[config.mk]
export PLATFORM = sky130hd
export DESIGN_NAME = nmwu_queue
export DESIGN_NICKNAME = d
export VERILOG_FILES = /design/src/sv/nmwu_pkg.sv /design/src/sv/nmwu_queue.sv
export SDC_FILE = /design/constraint.sdc
export NUM_CORES = 1
export LEC_CHECK = 0
export BUFFER_PORTS_ARGS = -buffer_cell sky130_fd_sc_hd__clkbuf_2
export CORE_ASPECT_RATIO = 1.25
export CORE_MARGIN = 2
export CORE_UTILIZATION = 29
export DETAILED_ROUTE_END_ITERATION = 8
export GPL_TIMING_DRIVEN = 1
export PLACE_DENSITY = 0.53
export SLEW_MARGIN = 20
export SYNTH_ARGS = -nofsm -noshare
export SYNTH_HDL_FRONTEND = slang
export SYNTH_SLANG_ARGS = --single-unit
[constraint.sdc]
create_clock -name clock -period 3 [get_ports clock]
set_input_delay 0.15 -clock clock [delete_from_list [all_inputs] [get_ports clock]]
set_output_delay 0.15 -clock clock [all_outputs]
set_load 0.01 [all_outputs]
[src/sv/nmwu_pkg.sv]
`default_nettype none

package nmwu_pkg;

   // storage geometry
   localparam int MAX_IN    = 64;
   localparam int MAX_OUT   = 64;
   localparam int W_DEPTH   = MAX_IN * MAX_OUT;
   localparam int W_AW      = $clog2(W_DEPTH);
   localparam int MEM_DEPTH = W_DEPTH + MAX_OUT;
   localparam int ADDR_W    = $clog2(MEM_DEPTH);
   localparam int STRIDE_W  = 7;
   localparam int CSR_DW    = 16;

   // item kinds on the request side
   localparam logic [1:0] KIND_UPDATE = 2'd0;
   localparam logic [1:0] KIND_LOAD   = 2'd1;

   // configuration register indexes
   localparam logic [1:0] CSR_LR     = 2'd0;
   localparam logic [1:0] CSR_MU     = 2'd1;
   localparam logic [1:0] CSR_STRIDE = 2'd2;

   // saturation bounds, held wide enough for every intermediate sum
   localparam logic signed [34:0] SAT_HI = 35'sh0_7FFF_FFFF;
   localparam logic signed [34:0] SAT_LO = -35'sh0_8000_0000;

   typedef struct packed {
      logic [1:0]         kind;
      logic               is_bias;
      logic [5:0]         in_index;
      logic [5:0]         out_index;
      logic signed [31:0] operand_value;
   } req_type;

   typedef struct packed {
      logic signed [31:0] weight_value;
      logic signed [31:0] momentum_value;
      logic               saturated;
   } rsp_type;

   typedef enum logic [1:0] {
      OP_UPDATE = 2'd0,
      OP_LOAD   = 2'd1,
      OP_READ   = 2'd2
   } op_type;

   // classified command between front and back
   typedef struct packed {
      op_type             op;
      logic [ADDR_W-1:0]  addr;
      logic signed [31:0] operand;
   } cmd_type;

   // factors the back end needs from the registers
   typedef struct packed {
      logic [15:0] mu;
      logic [15:0] c;
   } cfg_type;

   // round half up from 16 extra fraction bits (floor of x/2^16 after bias)
   function automatic logic signed [33:0] rnd16(input logic signed [49:0] x);
      logic signed [49:0] t;
      t = x + 50'sd32768;
      return t[49:16];
   endfunction

   function automatic logic signed [31:0] sat_clip(input logic signed [34:0] x);
      logic signed [31:0] r;
      if (x > SAT_HI) r = SAT_HI[31:0];
      else if (x < SAT_LO) r = SAT_LO[31:0];
      else r = x[31:0];
      return r;
   endfunction

   function automatic logic sat_over(input logic signed [34:0] x);
      return (x > SAT_HI) || (x < SAT_LO);
   endfunction

endpackage

`default_nettype wire

[src/sv/nmwu_queue.sv]
`default_nettype none

module nmwu_queue (
   input  wire logic              clock,
   input  wire logic              reset,
   input  wire logic              q_push,
   input  wire nmwu_pkg::cmd_type q_wdata,
   output logic                   q_full,
   input  wire logic              q_pop,
   output logic                   q_empty,
   output nmwu_pkg::cmd_type      q_rdata
);

   nmwu_pkg::cmd_type entry_ff [2];
   logic       wr_ptr_ff, wr_ptr_in;
   logic       rd_ptr_ff, rd_ptr_in;
   logic [1:0] count_ff, count_in;

   assign q_full  = (count_ff == 2'd2);
   assign q_empty = (count_ff == 2'd0);
   assign q_rdata = entry_ff[rd_ptr_ff];

   // pointer and fill bookkeeping
   always_comb begin
      wr_ptr_in = wr_ptr_ff ^ q_push;
      rd_ptr_in = rd_ptr_ff ^ q_pop;
      count_in  = count_ff + 2'(q_push) - 2'(q_pop);
   end

   always_ff @(posedge clock) begin
      if (reset) begin
         wr_ptr_ff <= 1'b0;
         rd_ptr_ff <= 1'b0;
         count_ff  <= 2'd0;
      end else begin
         wr_ptr_ff <= wr_ptr_in;
         rd_ptr_ff <= rd_ptr_in;
         count_ff  <= count_in;
      end
   end

   always_ff @(posedge clock) begin
      if (q_push) entry_ff[wr_ptr_ff] <= q_wdata;
   end

   a_no_overflow: assert property (@(posedge clock) disable iff (reset)
      (q_push && !q_pop) |-> (count_ff != 2'd2))
      else $error("command queue overflow");

endmodule

`default_nettype wire

# --- After elaboration in Yosys (flattened, before gate mapping) ---
# Memories as Yosys holds them, arrays and structs flattened. A register that Yosys moved wholly into a read port is not among the register bits.
# Cells that the tools add are included.
op_classes:
  add_sub_neg: 2
  eq_ne: 1
  muxes: 3
  bitwise_logic: 2
  reduce_logical: 1
ops:
  columns: ["op", "count"]
  rows:
  - ["$mux W1", 3]
  - ["$add A2 B1 Y2", 1]
  - ["$eq A2 B2 Y1 const B", 1]
  - ["$logic_not A2 Y1", 1]
  - ["$sub A2 B1 Y2", 1]
  - ["$xor A1 B1 Y1", 2]
word_totals:
  reg_bits: 4
  mem_bits_rw: 94
  in_bits: 51
  out_inout_bits: 49
  wordCells: 13
  mem_count: 1
memory_table:
  columns: ["memory", "words", "word_bits", "rd", "rd_ports_with_merged_regs", "write_ports", "line_no", "rtl"]
  rows:
  - ["entry_ff", 2, 47, 1, 1, 1, "nmwu_queue.sv:14", "nmwu_pkg::cmd_type entry_ff [2];"]

# --- Longest topological paths before layout ---
depth:
  ltp_word: 2
  mapped_depth: 6
  ltp_nobuf: 6

# --- Least setup slack after synthesis ---
# Ideal clock, no wire load.
synth_path:
  kind: "register to register"
  startpoint: "reg wr_ptr_ff"
  endpoint: "mem entry_ff[0][0] (netlist bit) (enable)"
  setup_ps: 409
  t_arrival_ps: 1506
  t_required_ps: 2591
  path_slack_ps: 1085
  stages_incl_launch_ff: 3
  path_buffers: 0
  synth_period_minus_slack_ps: 1915
  cell_sequence: "dfxtp_1 -> inv_1 -> ha_1"
synth_rtl:
  columns: ["item", "line_no", "rtl"]
  rows:
  - ["from (decl)", "nmwu_queue.sv:15", "logic wr_ptr_ff, wr_ptr_in;"]
  - ["from (signal assigned)", "nmwu_queue.sv:36", "wr_ptr_ff <= wr_ptr_in;"]
  - ["to (decl)", "nmwu_queue.sv:14", null]
# No word-level cell before the write port.

==> flow_summary.toml <==
[logic_synthesis]
syn_inst = 165
ys_warn_count = 0
synthDistinctLibCells = 13
synth-xor-area-share = 0.00851
synth_mux_area_frac = 0.165
synth-adder-area-share = 0.0136
synth_top_area_frac = 0.768
ys_ff_latch = 98
yosys.area_share.simple = 0.00749
synth_area_um2 = 3670
synth_top_family_by_area = "multiplexers"
seq_area_frac_synth = 0.790
synth_top_area_cell = "edfxtp_1"
synth_compound_area_frac = 0
syn-num-nets = 220
syn_area_per_cell_um2 = 22.3
synthTopCellsByArea = "edfxtp_1 (77%), mux2_2 (8.3%), mux2_4 (8.2%)"

[clock_network]
clk-insertion-delay-late_ns = 0.33
cts_sinks = 98
cts.path.max_buffers = 2
cts_post_setup_buffers_inserted = 0
clkTransAtPathRegs_ns = 0.06
cts-resized-gates = 0
cts_root_buffer = "clkbuf_16"
postCtsHoldBufs = 35
cts_tree = "done"
numCtsBuffers = 9
h-tree-depth = 3

[power]
power.density_nw_per_um2 = 620
p_int_mw = 2.45
power_frac_seq = 0.525
switching_power_uw = 661
peakVddDrop_v = 0.000231
p_leak_nw = 1.95
power.share.combinational = 0.130
clock_power_share = 0.345
power.share.switching = 0.213

[die]
die_area_um2 = 13600
rows = 45
start_util = 0.299
die_height_um = 130
boundaryPins = 100
core_um2 = 12300
die_w_um = 105

[place]
dp_hpwl_mm = 4.18
placed_area_um2 = 4390
gp_congestion = 0.597
io_buffers = 99
preCtsSetupSlack_ns = 1.29

[setup_path]
crit_required_ns = 2.85
crit_slowest_cell = "dfxtp_2"
critPathArrivalTime_ns = 1.88
r2r-end = "entry_ff[1][22]"
cp-start-kind = "register"
crit_type = "reg2out"
rrSetupSlack_ns = 1.35
max_stage_delay_ns = 0.70
worst_r2r_startpoint = "wr_ptr_ff"
setup.worst_path.end_class = "output pin"
path_max_fanout = 32
r2r_cells = 2
cp_cell_sequence = "buf_12 > mux2_2 > clkbuf_2"

[finish]
finalInstanceArea_um2 = 5010
post_route_cells_drive_above_1_share = 0.531
diodes = 0
final_nets = 364
fill_cells = 1168
areaGrowthSynthToFinish_pct = 36.4
final_cell_mix = "clkbuf_2 (99), edfxtp_1 (94), dlygate4sd3_1 (35), mux2_2 (27), mux2_4 (20)"
final_common_cell = "clkbuf_2"

[sta]
hold_ws_ns = 0.0145
maxSlewHeadroom = 0.503
setup_viol = 0
maxSlewViolCount = 0
fin_crit_sh = 0.678
worst_slack_ns = 0.966
period_needed_ns = 2.03
final_hold_viol_count = 0
maxClockFrequency_mhz = 492
rsz0062_at_grt = "no"
finalSetupTns_ns = 0
fin_skew_ns = 0.00428
tightest_slew_ns = 0.746

[routing]
met3_length_um = 316
vias = 1989
viasPerCell = 4.19
highest_layer = "met4"
route.met2.wl_mm = 3.40
drc = 0
drtIter0Drc = 36
totalWireLength_mm = 6.59
met1_length_mm = 2.74
first_pass_iters = 4
routedWlPerCell_um = 13.9
drtAntennaViolNets = 0

[status]
status = "complete, no violations"

[global_route]
grt_pass1_vias = 2141
grt_usage = 0.102
grt_pass1_wl_mm = 10.4
grt_overflow = 0
grt_antenna_before_repair = 0
grt_max_degree = 33

[hold_path]
min_to = "entry_ff[0][6]"
hold_class = "in2reg"
hold_start = "q_wdata[6]"
min_delay_path_depth = 1

[flow_run]
cap_violations = 0
==> worst max-delay path by stage <==
stage,from,end,slack [ns],cells after the start
2_1_floorplan,wr_ptr_ff,entry_ff[0][0],1.09,2
3_3_place_gp,wr_ptr_ff,entry_ff[1][22],1.26,2
3_5_place_dp,rd_ptr_ff,q_rdata[46],1.29,3
4_1_cts,rd_ptr_ff,q_rdata[46],0.91,3
5_1_grt,rd_ptr_ff,q_rdata[46],0.87,3
6_report,rd_ptr_ff,q_rdata[46],0.97,3
==> registers in the layout (all words and copies together), names as in the netlist <==
name and flops:
entry_ff 94, count_ff 2, rd_ptr_ff 1, wr_ptr_ff 1
==> worst max-delay path: cells and delay by family, from the launching register on <==
| kind | cells | cell delay, ns |
|---|---|---|
| buf+inv | 2 | 0.42 |
| flops | 1 | 0.70 |
| mux | 1 | 0.39 |
==> cell type report <==
cell class	instances	area [um2]	share of cell area
inverters	3	11.3	0.00225
well taps	164	205	0.0409
repair buffers	138	901	0.180
multi-input cells	59	718	0.143
clock buffers	9	225	0.0449
clock inverters	4	46.3	0.00924
flip-flops and latches	98	2900	0.580
==> synth_stat cells, drive strengths merged <==
| master | number |
|---|---|
| buf | 5 |
| xnor2 | 1 |
| xnor3 | 1 |
| edfxtp | 94 |
| ha | 4 |
| dfxtp | 4 |
| nor2 | 4 |
| inv | 3 |
| nor2b | 2 |
| mux2 | 47 |
==> stage by stage <==
stage          power, mW  cells  utilization
3_3_place_gp        2.04    427        0.358
4_1_cts             3.16    475        0.408
6_report            3.11    475        0.408
5_1_grt             3.25    475        0.408
2_1_floorplan       1.88    165            -
3_5_place_dp        2.04    427        0.358
==> layer usage <==
layer | track usage | up-vias
li1 | - | 929
met1 | 0.113 | 986
met2 | 0.182 | 65
met3 | 0.0230 | 9
met4 | 0.0612 | 0
met5 | 0 | -
==> kinds of logic (layout without fill, tap and decap cells) <==
group,after synthesis,count (layout)
DFF,98,98
muxes,47,47
buffers and inverters,8,154
and+or+nand+nor,6,6
adders and majority gates,4,4
xor gates and xnor gates,2,2
==> power by group through the flow <==
stage	logic, mW	clock network, mW	registers (mW)
2_1_floorplan	0.234	0	1.65
3_3_place_gp	0.376	0	1.66
3_5_place_dp	0.379	0	1.66
4_1_cts	0.416	1.11	1.63
5_1_grt	0.445	1.16	1.64
6_report	0.406	1.07	1.63
(Power assumes the default switching activity.)
