--- src/sv/nmwu_pkg.sv ---
`default_nettype none

package nmwu_pkg;

   // storage geometry
   localparam int MAX_IN    = 64;
   localparam int MAX_OUT   = 64;
   localparam int W_DEPTH   = MAX_IN * MAX_OUT;
   localparam int W_AW      = $clog2(W_DEPTH);
   localparam int MEM_DEPTH = W_DEPTH + MAX_OUT;
   localparam int ADDR_W    = $clog2(MEM_DEPTH);
   localparam int STRIDE_W  = 7;
   localparam int CSR_DW    = 16;

   // item kinds on the request side
   localparam logic [1:0] KIND_UPDATE = 2'd0;
   localparam logic [1:0] KIND_LOAD   = 2'd1;

   // configuration register indexes
   localparam logic [1:0] CSR_LR     = 2'd0;
   localparam logic [1:0] CSR_MU     = 2'd1;
   localparam logic [1:0] CSR_STRIDE = 2'd2;

   // saturation bounds, held wide enough for every intermediate sum
   localparam logic signed [34:0] SAT_HI = 35'sh0_7FFF_FFFF;
   localparam logic signed [34:0] SAT_LO = -35'sh0_8000_0000;

   typedef struct packed {
      logic [1:0]         kind;
      logic               is_bias;
      logic [5:0]         in_index;
      logic [5:0]         out_index;
      logic signed [31:0] operand_value;
   } req_type;

   typedef struct packed {
      logic signed [31:0] weight_value;
      logic signed [31:0] momentum_value;
      logic               saturated;
   } rsp_type;

   typedef enum logic [1:0] {
      OP_UPDATE = 2'd0,
      OP_LOAD   = 2'd1,
      OP_READ   = 2'd2
   } op_type;

   // classified command between front and back
   typedef struct packed {
      op_type             op;
      logic [ADDR_W-1:0]  addr;
      logic signed [31:0] operand;
   } cmd_type;

   // factors the back end needs from the registers
   typedef struct packed {
      logic [15:0] mu;
      logic [15:0] c;
   } cfg_type;

   // round half up from 16 extra fraction bits (floor of x/2^16 after bias)
   function automatic logic signed [33:0] rnd16(input logic signed [49:0] x);
      logic signed [49:0] t;
      t = x + 50'sd32768;
      return t[49:16];
   endfunction

   function automatic logic signed [31:0] sat_clip(input logic signed [34:0] x);
      logic signed [31:0] r;
      if (x > SAT_HI) r = SAT_HI[31:0];
      else if (x < SAT_LO) r = SAT_LO[31:0];
      else r = x[31:0];
      return r;
   endfunction

   function automatic logic sat_over(input logic signed [34:0] x);
      return (x > SAT_HI) || (x < SAT_LO);
   endfunction

endpackage

`default_nettype wire

--- src/sv/nmwu_front.sv ---
`default_nettype none

module nmwu_front (
   input  wire logic                     clock,
   input  wire logic                     reset,
   input  wire logic                     req_push,
   output logic                          req_full,
   input  wire nmwu_pkg::req_type        req_item,
   input  wire logic [nmwu_pkg::STRIDE_W-1:0] stride,
   input  wire logic                     clear_busy,
   input  wire logic                     q_full,
   output logic                          q_push,
   output nmwu_pkg::cmd_type             q_cmd
);

   logic [nmwu_pkg::STRIDE_W-1:0] stride_eff;
   logic [12:0]                   w_addr;

   // nothing is taken while the clearing pass runs
   assign req_full = q_full || clear_busy;
   assign q_push   = req_push && !req_full;

   // stride clamped to 1..MAX_OUT
   always_comb begin
      if (stride == '0) stride_eff = nmwu_pkg::STRIDE_W'(1);
      else if (stride > nmwu_pkg::STRIDE_W'(nmwu_pkg::MAX_OUT))
         stride_eff = nmwu_pkg::STRIDE_W'(nmwu_pkg::MAX_OUT);
      else stride_eff = stride;
   end

   // row-major weight address, always within the weight space
   assign w_addr = 13'(req_item.in_index) * 13'(stride_eff) + 13'(req_item.out_index);

   // classify the item and place it in the shared address space
   always_comb begin
      case (req_item.kind)
         nmwu_pkg::KIND_UPDATE: q_cmd.op = nmwu_pkg::OP_UPDATE;
         nmwu_pkg::KIND_LOAD:   q_cmd.op = nmwu_pkg::OP_LOAD;
         default:               q_cmd.op = nmwu_pkg::OP_READ;
      endcase
      if (req_item.is_bias)
         q_cmd.addr = nmwu_pkg::ADDR_W'(nmwu_pkg::W_DEPTH)
                    + nmwu_pkg::ADDR_W'(req_item.out_index);
      else
         q_cmd.addr = nmwu_pkg::ADDR_W'(w_addr[nmwu_pkg::W_AW-1:0]);
      q_cmd.operand = req_item.operand_value;
   end

   // an item accepted must always find room in the queue
   a_push_room: assert property (@(posedge clock) disable iff (reset)
      q_push |-> (!q_full && !clear_busy))
      else $error("item accepted with no room");

endmodule

`default_nettype wire

--- config.mk ---
export PLATFORM = sky130hd
export DESIGN_NAME = nmwu_front
export DESIGN_NICKNAME = d
export VERILOG_FILES = /design/src/sv/nmwu_pkg.sv /design/src/sv/nmwu_front.sv
export SDC_FILE = /design/constraint.sdc
export NUM_CORES = 1
export LEC_CHECK = 0
export BUFFER_PORTS_ARGS = -buffer_cell sky130_fd_sc_hd__buf_2
export CAP_MARGIN = 10
export CORE_ASPECT_RATIO = 0.75
export CORE_UTILIZATION = 40
export DETAILED_ROUTE_END_ITERATION = 7
export PLACE_DENSITY = 0.74
export SYNTH_ARGS = -nofsm -noshare
export SYNTH_HDL_FRONTEND = slang
export SYNTH_SLANG_ARGS = --single-unit
--- constraint.sdc ---
create_clock -name vclk -period 6.3
set_clock_uncertainty 0.05 [all_clocks]
set_input_delay 0.63 -clock vclk [all_inputs]
set_output_delay 0.63 -clock vclk [all_outputs]
set_load 0.005 [all_outputs]
======== After elaboration in Yosys (flattened, before gate mapping) ========
Cells that the tools add are included.
W data, S select, Z words.
operators by class
  eq/ne operators ......................... 1
  multipliers ............................. 1
  mux-type cells .......................... 4
  add/sub/neg operators ................... 2
  magnitude comparators ................... 1
  reductions and logical operators ........ 5
operator list
  cell                     count
  $mux W7                  2
  $add A13 B6 Y13 const A  1
  $mux W13                 1
  $add A12 B6 Y12          1
  $mul A6 B7 Y12           1
  $gt A7 B7 Y1 const B     1
  $logic_not A7 Y1         1
  $pmux W2 S2              1
  $eq A2 B1 Y1 const B     1
  $logic_not A2 Y1         1
  $logic_and A1 B1 Y1      1
  $logic_not A1 Y1         1
  $logic_or A1 B1 Y1       1
storage, ports and cells
  register bits after elaboration ......... 0
  logic and storage cells ................. 14
  input port bits ......................... 59
  output and inout bits ................... 49

======== Logic depth before layout (Yosys ltp) ========
Gate-level depths: netlist of the first run.
  depth in word-level cells ............... 6
  gate-level depth with buffers ........... 18
  depth with buffers taken out ............ 18

======== Worst setup path after synthesis of the first run ========
No wires, ideal clock.
  path type ............................... input -> output
  start ................................... input stride[2] in the netlist's numbering
  end ..................................... output q_cmd[43] in the netlist's numbering
  cell stages on the path ................. 17
  slack ................................... 1.097 ns
  required time ........................... 5.620 ns
  arrival ................................. 4.523 ns
  path through ............................ nor3_1 a21oi_1 nor2_1 nand2_1 fa_1 fa_1 inv_1 fa_1 inv_1 fa_1 inv_1 ha_1 o21ai_0 o21bai_1 a2111oi_2 or3_1 a21oi_1
RTL lines
  what                line              RTL
  start: declaration  nmwu_front.sv:9   input wire logic [nmwu_pkg::STRIDE_W-1:0] stride,
  end: declaration    nmwu_front.sv:13  output nmwu_pkg::cmd_type q_cmd

==> results.toml, run 1 <==
[sta]
period_minus_slack_ps = 5840
slew_violations = 0
grt_setup_unrepaired = "no"
fin_tns_setup_ps = 0
worst_pin_slew_ps = 362
finalWorstSetupSlack_ps = 461
period_share = 0.927
final_hold_viol_count = 0
slew_headroom = 0.758
max_freq_mhz = 171
finalSetupViolations = 0

[routing]
vias_per_cell = 5.01
antenna_left = 0
wl_per_cell_um = 12.1
drt_iter0_markers = 79
totalWireLength_mm = 3.45
vias = 1432
drtPass1Iterations = 4
drc = 0

[finish]
final-seq-area_um2 = 0
mostFrequentLayoutCells = "buf_2 (42), and2_1 (32), ha_1 (30)"
final_common_cell = "buf_2"
n_clock_buffer = 0
drive_above_1_share = 0.227
design.seq.count = 0
area_delta_synth_final_pct = 1.59
diodes = 0
final_nets = 343

[setup_path]
required_ps = 5620
critical_path_class = "in -> out"
critPathCaptureType = "output pin"
crit_arrival_ps = 5160
cp_max_fo = 7
cp-start-kind = "primary input"

[placed_design]
dp_hpwl_mm = 2.99
pre_cts_slack_ps = 435
io_buffers = 42
finalWeightedCongestion = 0.841

[die]
core_um2 = 4490
start_util = 0.422
die_w_um = 81.5
die_y_um = 61.6
ios = 108
fp-row-count = 21
die-area_um2 = 5020

[min_path]
holdPathStages = 0
min_path_type = "in -> out"

[outcome]
status = "completed"

[global_route]
grtUsageTotal = 0.147
grt_pass1_wl_mm = 5.88
grt_pass1_vias = 1326
grt_overflow = 0
grt_max_degree = 17
antenna_found_initial = 0

[yosys]
ys_warn_count = 0
syn_avg_cell_area_um2 = 8.53
synth_nets = 334
ys_types = 32
seq_area_frac_synth = 0
netlist_area_um2 = 1890
postSynthCellCount = 222

[power_and_ir_drop]
p_leak_uw = 0.00106
power.density_nw_per_um2 = 128
ir_worst_vdd_mv = 0.0583

[cts]
cts_resized = 0
cts_setup_buffers = 0
cts-hold-fix-buffers = 0

[job]
maxCapViolations = 0
-- per-stage QoR --
step	hold WS (ps)	area, um^2	power [uW]	instances	utilization
2_1_floorplan	1230	1890	195	222	-
3_3_place_gp	1210	1920	242	286	0.428
3_5_place_dp	1210	1920	246	286	0.428
4_1_cts	1210	1920	249	286	0.428
5_1_grt	1210	1920	284	286	0.428
6_report	1210	1920	247	286	0.428
-- kinds of logic after synthesis --
logic type	Yosys count	share of synthesized area
compound gates	31	0.110
mux	3	0.0178
xor+xnor	12	0.0555
buf+inv	56	0.176
fa+ha+maj	53	0.441
simple gates	67	0.199
-- cells in the mapped netlist --
master     number  share of area
buf_4          33           0.13
and2_1         32           0.11
ha_1           30           0.20
fa_1           23           0.24
inv_1          20          0.040
nand2_1        13          0.026
nor2_1          8          0.016
nor2b_1         8          0.026
o21ai_0         8          0.021
a21oi_1         7          0.018
xor2_1          7          0.032
xnor2_1         5          0.023
a21o_1          3          0.012
clkbuf_1        3         0.0059
mux2_2          3          0.018
a211oi_1        2         0.0079
a31oi_1         2         0.0066
a2111oi_2       1         0.0079
a211o_1         1         0.0046
a211o_2         1         0.0053
a21o_2          1         0.0046
a221o_1         1         0.0053
a41oi_1         1         0.0046
and4_2          1         0.0053
nand2b_1        1         0.0033
nor2b_4         1         0.0073
nor3_1          1         0.0026
o211ai_1        1         0.0040
o21a_1          1         0.0040
o21bai_1        1         0.0040
or2_2           1         0.0033
or3_1           1         0.0033
-- worst max-delay path: stages --
cell and delay [ps]:
buf_2 140, nor3_1 170, a21oi_1 80, nor2_1 280
nand2_1 130, fa_1 520, fa_1 540, inv_1 70
fa_1 540, inv_1 50, fa_1 490, inv_1 40
ha_1 360, o21ai_0 110, o21bai_1 290, a2111oi_2 100
or3_1 320, a21oi_1 160, buf_2 130
-- per-layer routing --
metal | wire length (um) | vias to the layer above | global-route usage
met5 | 0 | - | 0
met4 | 0 | 0 | 0.00510
met3 | 128 | 0 | 0.0148
met2 | 1510 | 33 | 0.231
met1 | 1810 | 690 | 0.227
li1 | - | 709 | -
-- power by group --
part           leakage, uW  internal, uW  switching [uW]
registers                0             0               0
clock network            0             0               0
logic              0.00106           115             132
total              0.00106           115             132
-- cell type report --
class | instances | area [um^2]
timing repair buffer | 43 | 218
fill | 472 | 2570
inverter | 20 | 75.1
tap | 57 | 71.3
multi-input combinational | 166 | 1560
-- worst paths after layout --
path / slack, ps / to / start
setup / recovery: 460 / q_cmd[43] / stride[4]
hold / removal: 1210 / q_cmd[14] / req_item[14]
(Power assumes the default switching activity.)
==> run 2, diff against run 1 <==
Clock period 6.3 ns to 6.5 ns, I/O delays scaled along.
==> results.toml, run 2 (synthesis gave the netlist of run 1 again) <==
[job]
maxCapViolations = 0

[routing]
drtPass1Iterations = 4
vias = 1417
vias_per_cell = 4.97
totalWireLength_mm = 3.47
wl_per_cell_um = 12.2
drc = 0
antenna_left = 0
drt_iter0_markers = 93

[setup_path]
cp_cell_sequence = "buf_2, nor3_1, a21oi_1, nor2_1, nand2_1, fa_1, fa_1, inv_1, fa_1, inv_1, fa_1, inv_1, ha_1, o21ai_0, o21bai_1, a2111oi_2, or3_1, a21oi_1, buf_2"
max_stage_delay_ps = 540
crit_arrival_ps = 5140
cp_max_fo = 7
cpLargestDelayFamily = "adder cells"
critical_path_class = "in -> out"
path_buf_inv = 5
critPathCaptureType = "output pin"
cp-start-kind = "primary input"
critPathMostFrequentCell = "fa_1"
required_ps = 5800
critPathSlowestCell = "fa_1"

[min_path]
min_path_type = "in -> out"

[finish]
area_delta_synth_final_pct = 1.19
design.seq.count = 0
stdcell_area_um2 = 1920
layout.cells.non_filler = 285
final-seq-area_um2 = 0
diodes = 0
multi_input_area_um2 = 1560
n_clock_buffer = 0
final_common_cell = "buf_2"
final_nets = 342
mostFrequentLayoutCells = "buf_2 (42), and2_1 (32), ha_1 (30)"
fillers = 460
drive_above_1_share = 0.224

[die]
core_um2 = 4490
die-area_um2 = 5020
fp-row-count = 21
start_util = 0.422
die_w_um = 81.5
die_y_um = 61.6
ios = 108

[sta]
final_hold_viol_count = 0
grt_setup_unrepaired = "no"
fin_tns_setup_ps = 0
finalWorstSetupSlack_ps = 660
slew_headroom = 0.726
max_freq_mhz = 171
slew_violations = 0
period_minus_slack_ps = 5840
period_share = 0.898
finalSetupViolations = 0
worst_pin_slew_ps = 411

[global_route]
grt_overflow = 0
grtUsageTotal = 0.146
grt_max_degree = 17
antenna_found_initial = 0
grt_pass1_wl_mm = 5.83
grt_pass1_vias = 1318

[power_and_ir_drop]
p_comb_frac = 1.000
power.density_nw_per_um2 = 125
p_clk_frac = 0
p_leak_uw = 0.00105
switchingPower_uw = 128
p_sw_frac = 0.536
power_frac_seq = 0
ir_worst_vdd_mv = 0.0628
intPower_uw = 111
power_uw = 240

[placed_design]
dpl_cell_area_um2 = 1920
pre_cts_slack_ps = 634
finalWeightedCongestion = 0.837
dp_hpwl_mm = 3.07
io_buffers = 42
place_inst = 285

[cts]
cts_resized = 0
cts_setup_buffers = 0
cts-hold-fix-buffers = 0

[outcome]
status = "completed"
==> run 2: cell count changes in the layout (fill, tap and decap cells not counted), sizes merged <==
cell  delta
buf      -1
==> run 2: through the flow <==
stage          utilization  hold slack [ps]
2_1_floorplan            -             1270
3_3_place_gp         0.427             1250
3_5_place_dp         0.427             1250
4_1_cts              0.427             1250
5_1_grt              0.427             1250
6_report             0.427             1250
==> run 2: routing by layer <==
layer / share of wire / vias up / wire (um) / track usage
li1: - / 707 / - / -
met1: 0.51 / 671 / 1780 / 0.220
met2: 0.44 / 39 / 1550 / 0.236
met3: 0.044 / 0 / 152 / 0.0163
met4: 0 / 0 / 0 / 0.00510
met5: 0 / - / 0 / 0
==> run 2: final cells by class <==
type	instances	area share
Tap cell	57	0.0372
Multi-Input combinational cell	166	0.814
Timing Repair Buffer	42	0.110
Inverter	20	0.0392
==> run 2: power by group through the flow <==
stage | logic, uW | clock network [uW] | registers [uW]
after CTS | 242 | 0 | 0
final | 240 | 0 | 0
after global routing | 276 | 0 | 0
after global placement | 235 | 0 | 0
after detailed placement | 239 | 0 | 0
after floorplan | 189 | 0 | 0
==> run 2: worst paths after layout <==
kind | start | to | slack (ps) | cells after the start
setup / recovery | stride[4] | q_cmd[43] | 660 | 19
hold / removal | req_item[14] | q_cmd[14] | 1250 | 0
==> run 3, diff against run 2 <==
Settings changed: CORE_UTILIZATION 40 to 45, PLACE_DENSITY 0.74 to 0.82.
Clock period 6.5 ns to 7.29 ns, I/O delays scaled along.
==> results.toml, run 3 (synthesis gave the netlist of run 1 again) <==
[routing]
antenna_left = 0
totalWireLength_mm = 3.40
wl_per_cell_um = 12.0
vias = 1416
drtPass1Iterations = 4
vias_per_cell = 5.00
drc = 0
drt_iter0_markers = 81

[finish]
final-seq-area_um2 = 0
design.seq.count = 0
layout.cells.non_filler = 283
final_nets = 342
final_common_cell = "buf_2"
area_delta_synth_final_pct = 1.06
drive_above_1_share = 0.224
n_clock_buffer = 0
mostFrequentLayoutCells = "buf_2 (42), and2_1 (32), ha_1 (30)"
fillers = 414
multi_input_area_um2 = 1560
diodes = 0

[cts]
cts-hold-fix-buffers = 0
cts_setup_buffers = 0
cts_resized = 0

[global_route]
antenna_found_initial = 0
grt_pass1_vias = 1335
grt_pass1_wl_mm = 5.86
grt_max_degree = 17
grtUsageTotal = 0.161
grt_overflow = 0

[die]
die_w_um = 76.9
fp-row-count = 20
core_um2 = 4050
die_y_um = 58.2
start_util = 0.467
die-area_um2 = 4480
ios = 108

[setup_path]
crit_path_start = "stride[4]"
critPathSlowestCell = "fa_1"
critPathCaptureType = "output pin"
cp_max_fo = 7
cp-start-kind = "primary input"
required_ps = 6510
crit_arrival_ps = 5240
path_buf_inv = 5
critical_path_class = "in -> out"
cp_cell_sequence = "buf_2, nor3_1, a21oi_1, nor2_1, nand2_1, fa_1, fa_1, inv_1, fa_1, inv_1, fa_1, inv_1, ha_1, o21ai_0, o21bai_1, a2111oi_2, or3_1, a21oi_1, buf_2"
max_stage_delay_ps = 550
cpLargestDelayFamily = "adder cells"
critPathMostFrequentCell = "fa_1"

[sta]
grt_setup_unrepaired = "no"
period_minus_slack_ps = 6020
worst_hold_slack_ps = 1410
max_freq_mhz = 166
fin_tns_setup_ps = 0
slew_violations = 0
finalSetupViolations = 0
period_share = 0.826
final_hold_viol_count = 0
worst_pin_slew_ps = 408
slew_headroom = 0.728

[job]
maxCapViolations = 0

[placed_design]
dp_hpwl_mm = 3.02
finalWeightedCongestion = 0.950
io_buffers = 42
place_inst = 283

[power_and_ir_drop]
ir_worst_vdd_mv = 0.0458
p_leak_uw = 0.00105
power.density_nw_per_um2 = 111

[outcome]
status = "completed"

[min_path]
worstHoldStart = "req_item[16]"
min_path_type = "in -> out"
hold_path_end = "q_cmd[16]"
holdPathStages = 0
==> run 3: cell counts in the layout (fill, tap and decap cells not counted) <==
Identical to the previous run, type by type.
==> run 3: how the worst max path moves through the flow <==
stage	to	cells past startpoint	slack, ps
6_report	q_cmd[43]	19	1270
5_1_grt	q_cmd[43]	19	920
4_1_cts	q_cmd[43]	19	1220
3_5_place_dp	q_cmd[43]	19	1250
3_3_place_gp	q_cmd[43]	19	1300
2_1_floorplan	q_cmd[43]	17	1890
==> run 3: power breakdown <==
| group | internal (uW) | switching [uW] | leakage, uW | total, uW |
|---|---|---|---|---|
| Sequential | 0 | 0 | 0 | 0 |
| Clock | 0 | 0 | 0 | 0 |
| Combinational | 99.3 | 113 | 0.00105 | 212 |
==> run 3: layer usage <==
layer  global-route usage  vias to the layer above  wire [um]
li1                     -                      709          -
met1                0.219                      657       1610
met2                0.276                       48       1550
met3               0.0394                        2        233
met4              0.00549                        0          6
met5                    0                        -          0
==> run 3: through the flow <==
stage / total power (uW) / util / setup WS, ps / cell area (um^2)
after floorplan: 168 / - / 1890 / 1890
after global routing: 245 / 0.472 / 915 / 1910
after global placement: 209 / 0.472 / 1300 / 1910
after detailed placement: 213 / 0.472 / 1250 / 1910
final: 212 / 0.472 / 1270 / 1910
after CTS: 216 / 0.472 / 1220 / 1910
==> run 3: area by class of cell <==
type / count / share of cell area
inverters: 20 / 0.0392
well taps: 55 / 0.0359
multi-input cells: 166 / 0.815
repair buffers: 42 / 0.110
